`src/sv/bfdt_ram.sv`:
```
// ----------------------------------------------------------------------------
// bfdt_ram
// Generic single-write, single-read RAM with a registered read port.
// ----------------------------------------------------------------------------
module bfdt_ram #(
   parameter int WIDTH = 32,
   parameter int DEPTH = 32
) (
   input  logic                     clock,
   input  logic                     wr_en,
   input  logic [$clog2(DEPTH)-1:0] wr_addr,
   input  logic [WIDTH-1:0]         wr_data,
   input  logic [$clog2(DEPTH)-1:0] rd_addr,
   output logic [WIDTH-1:0]         rd_data
);

   logic [WIDTH-1:0] mem_ff [DEPTH];
   logic [WIDTH-1:0] rd_data_ff;

   always_ff @(posedge clock) begin
      if (wr_en) begin
         mem_ff[wr_addr] <= wr_data;
      end
      rd_data_ff <= mem_ff[rd_addr];
   end

   assign rd_data = rd_data_ff;

endmodule

```
`config.mk`:
```
export PLATFORM = sky130hd
export DESIGN_NAME = bfdt_ram
export DESIGN_NICKNAME = d
export VERILOG_FILES = /design/src/sv/bfdt_ram.sv
export SDC_FILE = /design/constraint.sdc
export NUM_CORES = 1
export LEC_CHECK = 0
export ABC_CLOCK_PERIOD_IN_PS = 2600
export BUFFER_PORTS_ARGS = -buffer_cell sky130_fd_sc_hd__buf_2
export CORE_MARGIN = 1
export CORE_UTILIZATION = 25
export DETAILED_ROUTE_END_ITERATION = 7
export REMOVE_ABC_BUFFERS = 1
export SKIP_CTS_REPAIR_TIMING = 1
export SYNTH_ARGS = -nofsm -noshare
export SYNTH_HDL_FRONTEND = slang
export SYNTH_SLANG_ARGS = --single-unit
```
`constraint.sdc`:
```
create_clock -name clock -period 2.6 [get_ports clock]
set_clock_uncertainty 0.05 [all_clocks]
set_input_delay 0 -clock clock [delete_from_list [all_inputs] [get_ports clock]]
set_output_delay 0 -clock clock [all_outputs]
set_load 0.03 [all_outputs]
```
# After elaboration in Yosys (flattened, before gate mapping)
# Memories as Yosys holds them, arrays and structs flattened. A register that Yosys moved wholly into a read port is not among the register bits.
# Index checks and enable logic that the tools add are counted.
# word_totals
elab_cells,3
mem_bits_rw,1024
reg_bits,0
inputBits,44
n_memories,1
out_inout_bits,32
# classes
n_mux,2
# mem_list
name,depth,width,rd,rd_clocked_by_memory_dff,wr,line,text
mem_ff,32,32,1,1,1,17,logic [WIDTH-1:0] mem_ff [DEPTH];
# op_table
cell,count
2-to-1 mux 1 bit,2

# Longest topological paths before layout
# Gate-level depths: netlist (run 1).
# depth
ltp_word,2
ltp_mapped,8
ltp_nobuf,5

# Least setup slack after synthesis (run 1)
# Ideal clock, no wire load.
# synth_timing
kind,in2reg
from,input port wr_addr[1]
to,memory mem_ff[12][0] (enable)
cell_stages,3
path_buffers,1
t_arrival_ps,2013
required_ps,2129
setup_ps,421
setup_slack_ps,116
path_cell_list,or3b_2 -> clkbuf_1 -> nor2_1
# synth_rtl
element,line,text
start: declaration,11,"input logic [$clog2(DEPTH)-1:0] wr_addr,"
end: declaration,17,
# No word-level cell before the write port.

==> impl_metrics.py, run 1 <==
metrics = {
    "setup_path": {
        "crit_top_cell": "buf_4",
        "crit_buf_inv": 4,
        "startpoint_type": "input pin",
        "cp_top_family": "buffers and inverters",
        "crit_slowest_cell": "and2b_4",
        "cp.arrival_ps": 2390,
        "cp_max_fo": 33,
        "critPathMaxStageDelay_ps": 660,
        "cp_cell_sequence": "dlygate4sd3_1, buf_2, and2b_4, buf_4, buf_4, a22oi_1, a31oi_1, nand3_1",
        "critPathCaptureType": "flop",
        "required_ps": 3080,
        "crit_type": "input pin to flop",
    },
    "cts": {
        "clock_path_buffers": 3,
        "cts_tree": "done",
        "clock_sinks": 1056,
        "clkLatencyLatePin_ps": 670,
        "htreeDepth": 3,
        "clk_transition_reported_paths_ps": 60,
        "cts_made_buffers": 102,
        "cts_root_buf": "clkbuf_16",
    },
    "route": {
        "wl_per_cell_um": 21.9,
        "routed_wl_um": 103000,
        "ant_nets": 0,
        "drc": 0,
        "viasPerCell": 4.49,
        "first_pass_iters": 5,
        "detail_route.iter0.violations": 1897,
        "num_vias": 21128,
    },
    "sta": {
        "fin_ws_ps": 687,
        "setup_violations": 0,
        "worst_slew_pin_slew_ps": 675,
        "period_share_pct": 73.6,
        "timing.hold.ws_ps": -25.7,
        "hold_violations": 1,
        "max_freq_mhz": 523,
        "slew_violations": 0,
        "maxSlewHeadroom_pct": 54.8,
        "finalCriticalPeriod_ps": 1910,
        "rsz0062_at_grt": "no",
    },
    "grt": {
        "grt_busiest_layer": "met2",
        "grt_start_max_net_pins": 45,
        "grt_util_met1_pct": 17.2,
        "antenna_found_initial": 12,
        "grt_remaining_overflow": 0,
        "use_met3_pct": 2.29,
        "grt_pass1_wl_um": 147000,
        "first_global_vias": 20700,
        "gr-usage-met2_pct": 19.7,
        "grt_use_total_pct": 12.3,
    },
    "final_layout": {
        "final_cells": 4708,
        "final_area_um2": 48100,
        "layout-drive-gt1-share_pct": 14.9,
        "area_delta_synth_final_pct": 18.9,
        "fillCellCount": 15727,
        "fin_nets": 2505,
    },
    "pwr": {
        "peakVddDrop_mv": 0.565,
        "powerDensity_nw_per_um2": 743,
        "p_leak_nw": 16.4,
    },
    "status": {
        "outcome": "finished, violations left",
        "violations": "hold timing",
    },
    "placement": {
        "gp_congestion": 0.747,
        "dp_hpwl_um": 56000,
        "dp_cells": 4482,
        "post_dp_cell_area_um2": 44400,
        "port_buffers": 75,
        "pre_cts_ws_ps": 586,
    },
    "floorplan": {
        "die-area_um2": 164000,
        "die_y_um": 404,
        "io-pin-count": 76,
        "coreArea_um2": 161000,
        "start_util_pct": 25.2,
        "fp-row-count": 147,
        "die_width_um": 404,
    },
    "synthesis": {
        "yosys_warnings": 0,
        "syn_inst": 2260,
        "synth-seq-cells": 1056,
        "ys_seq_area_share_pct": 77.5,
        "syn_avg_cell_area_um2": 17.9,
        "synth_area_um2": 40500,
        "synth.distinct_cells": 25,
    },
    "worst_hold_path": {
        "hold_path.class": "input pin to flop",
    },
    "run": {
        "drv_cap": 0,
    },
}
[metrics by stage]
stage / hold WS [ps] / setup TNS [ps] / total power [mW] / util, %
3_5_place_dp: 402 / 0 / 21.3 / 27.6
2_1_floorplan: 48.9 / -77660 / 20.2 / -
6_report: -25.7 / 0 / 35.7 / 29.9
3_3_place_gp: 401 / 0 / 21.3 / 27.6
4_1_cts: -266 / 0 / 36.0 / 29.7
5_1_grt: 40.4 / 0 / 36.8 / 29.9
[registers in the layout, summed over array words and instances (netlist names)]
signal / flops
mem_ff: 1024
rd_data: 32
[kinds of logic (layout without fill, tap and decap cells)]
| group | after synthesis | count (layout) | synth area share [%] |
|---|---|---|---|
| compound gates | 288 | 288 | 4.85 |
| buf+inv | 127 | 413 | 1.86 |
| flops | 1056 | 1056 | 77.5 |
| mux | 512 | 512 | 12.7 |
| other cells | 0 | 2 | 0 |
| simple gates | 277 | 277 | 3.10 |
[layer usage]
layer / part of all wire (%) / vias up / routed length [µm]
met1: 45 / 10938 / 46500
met2: 47 / 648 / 48200
met3: 6.2 / 149 / 6370
met5: 0.10 / - / 103
li1: - / 9377 / -
met4: 2.0 / 16 / 2020
[layout make-up]
type / instances / area, µm² / area share, %
Multi-Input combinational cell: 1077 / 8610 / 17.9
Antenna cell: 2 / 5.00 / 0.0104
Sequential cell: 1056 / 31400 / 65.2
Clock buffer: 136 / 2780 / 5.78
Clock inverter: 53 / 543 / 1.13
Timing Repair Buffer: 224 / 2090 / 4.35
Tap cell: 2160 / 2700 / 5.62
[worst paths after layout]
path | from | to | slack, ps | depth (start not counted)
setup / recovery | rd_addr[2] | rd_data[30] | 690 | 8
hold / removal | rd_addr[1] | rd_data[7] | -30 | 6
setup reg to reg | mem_ff[0][31] | rd_data[31] | 1070 | 5
hold reg to reg | mem_ff[26][26] | rd_data[26] | 530 | 4
[power breakdown]
| group | total [mW] | leakage (nW) | internal (mW) | switching (mW) |
|---|---|---|---|---|
| clock network | 14.7 | 1.62 | 8.51 | 6.23 |
| logic | 1.98 | 5.27 | 0.668 | 1.31 |
| registers | 19.0 | 9.49 | 18.9 | 0.103 |
[worst register-to-register path, cell delays in order, from the launching register on]
cell	delay (ps)
edfxtp_1	380
mux2i_1	140
a22o_1	200
nor3_1	90
a31oi_1	310
nand3_1	190
[placed cells by master (no fill, tap or decap), types with 33 or more instances in the layout]
cell type	netlist	final
a21oi_1	96	96
a22o_1	64	64
a22oi_1	96	96
buf_12	0	40
buf_2	26	74
buf_4	33	74
clkbuf_16	0	104
dlygate4sd3_1	0	35
edfxtp_1	1024	1024
mux2i_1	512	512
nand2_1	98	97
nand3_1	98	98
nor2_4	0	33
[synth_stat cells (all sizes together)]
library cell / count / area [µm²]
a21oi: 96 / 480
a22o: 64 / 561
a22oi: 96 / 721
a31oi: 32 / 200
and2: 1 / 6.26
and2b: 1 / 7.51
buf: 79 / 566
clkbuf: 48 / 188
dfxtp: 32 / 641
edfxtp: 1024 / 30700
mux2i: 512 / 5120
nand2: 98 / 368
nand2b: 2 / 12.5
nand3: 98 / 490
nand3b: 5 / 37.5
nor2: 34 / 128
nor2b: 1 / 6.26
nor3: 32 / 160
or2: 1 / 6.26
or3: 1 / 6.26
or3b: 3 / 26.3
Power figures use the tool's default switching activity.
==> inputs of run 2 (changes only) <==
- ABC_CLOCK_PERIOD_IN_PS: 2600 -> 2000
- clock period: 2.6 -> 2 ns (I/O delays scaled with it)
==> run 2 against run 1 <==
  * The flow still finishes with violations (hold timing)
  * Largest cell class unchanged
  * Critical path depth up 1
  * Critical path type unchanged
  * Sequential power up 30%
  * Combinational power up 35%
==> impl_metrics.py, run 2 (synthesized netlist as in run 1, its figures left out) <==
metrics = {
    "status": {
        "outcome": "finished, violations left",
        "violations": "hold timing",
    },
    "sta": {
        "slew_violations": 0,
        "max_freq_mhz": 597,
        "hold_violations": 1,
        "rsz0062_at_grt": "no",
        "setup_violations": 0,
        "worst_slew_pin_slew_ps": 635,
        "timing.hold.ws_ps": -18.4,
        "finalCriticalPeriod_ps": 1670,
        "period_share_pct": 83.7,
        "maxSlewHeadroom_pct": 57.7,
    },
    "grt": {
        "gr-usage-met2_pct": 19.6,
        "use_met3_pct": 2.12,
        "grt_util_met1_pct": 16.8,
        "first_global_vias": 20825,
        "grt_remaining_overflow": 0,
        "antenna_found_initial": 8,
        "grt_start_max_net_pins": 71,
        "grt_use_total_pct": 12.2,
        "grt_busiest_layer": "met2",
        "grt_pass1_wl_um": 145000,
    },
    "floorplan": {
        "fp-row-count": 147,
        "die_width_um": 404,
        "start_util_pct": 25.2,
        "io-pin-count": 76,
        "die-area_um2": 164000,
        "die_y_um": 404,
        "coreArea_um2": 161000,
    },
    "route": {
        "routed_wl_um": 101000,
        "detail_route.iter0.violations": 1922,
        "ant_nets": 0,
        "viasPerCell": 4.47,
        "num_vias": 21213,
        "drc": 0,
        "wl_per_cell_um": 21.3,
        "first_pass_iters": 5,
    },
    "final_layout": {
        "fin_nets": 2543,
        "layout-drive-gt1-share_pct": 16.3,
        "layout_commonest_cell": "edfxtp_1",
        "top_register": "mem_ff",
        "largest_register_ffs": 1024,
        "final_area_um2": 48900,
        "layout_common_cells": "1024 x edfxtp_1, 512 x mux2i_1, 102 x clkbuf_16, 98 x nand3_1, 97 x nand2_1",
        "area_delta_synth_final_pct": 20.9,
        "final_core_util_pct": 30.4,
    },
    "worst_hold_path": {
        "hold_path.class": "input pin to flop",
    },
    "run": {
        "drv_cap": 0,
    },
    "cts": {
        "cts_made_buffers": 101,
        "cts_tree": "done",
        "clkLatencyLatePin_ps": 720,
        "clock_path_buffers": 3,
        "cts_root_buf": "clkbuf_16",
        "clock_sinks": 1056,
        "htreeDepth": 3,
        "clk_transition_reported_paths_ps": 60,
    },
    "setup_path": {
        "crit_type": "input pin to flop",
        "startpoint_type": "input pin",
        "critPathCaptureType": "flop",
        "required_ps": 2490,
        "cp_max_fo": 24,
        "cp.arrival_ps": 2160,
    },
    "pwr": {
        "peakVddDrop_mv": 0.748,
        "p_leak_nw": 16.7,
        "powerDensity_nw_per_um2": 957,
    },
    "placement": {
        "gp_congestion": 0.744,
        "port_buffers": 75,
        "dp_hpwl_um": 59300,
        "post_dp_cell_area_um2": 45200,
    },
}
[run 2: final cells by class]
class / instances / area, µm²
fillers: 15696 / 112000
flip-flops and latches: 1056 / 31400
multi-input cells: 1077 / 8610
repair buffers: 263 / 2810
well taps: 2160 / 2700
clock buffers: 127 / 2690
clock inverters: 60 / 724
diodes: 2 / 5.00
[run 2: worst max-delay path, stage by stage]
cell	delay, ps
dlygate4sd3_1	550
buf_2	160
and2b_4	410
buf_12	190
buf_12	200
a22o_1	160
nor3_1	60
a31oi_1	280
nand3_1	120
[run 2: power breakdown]
group          switching (mW)  internal (mW)
clock network            8.30           11.2
registers               0.127           24.6
logic                    1.73          0.939
total                    10.1           36.7
[run 2: stage by stage]
step           setup WS, ps  TNS (ps)  std cells  hold slack (ps)  power [mW]
2_1_floorplan         -3030   -354450       2133             48.9        26.3
3_3_place_gp           39.5         0       4520              394        27.8
3_5_place_dp           78.1         0       4520              390        27.8
4_1_cts                 386         0       4707             -333        47.2
5_1_grt                 260         0       4745             29.7        48.3
6_report                325         0       4745            -18.4        46.8
[run 2: metal layers]
metal	wire, µm	part of all wire (%)
met5	56	0.055
met4	2030	2.0
met3	5420	5.4
met2	48000	47
met1	45600	45
[run 2: worst paths after layout]
check	startpoint	cells after the start	slack [ps]	end
worst max register to register	mem_ff[1][4]	6	460	rd_data[4]
worst min-delay path	rd_addr[0]	6	-20	rd_data[18]
worst max-delay path	rd_addr[2]	9	330	rd_data[27]
worst min register to register	mem_ff[10][18]	4	530	rd_data[18]
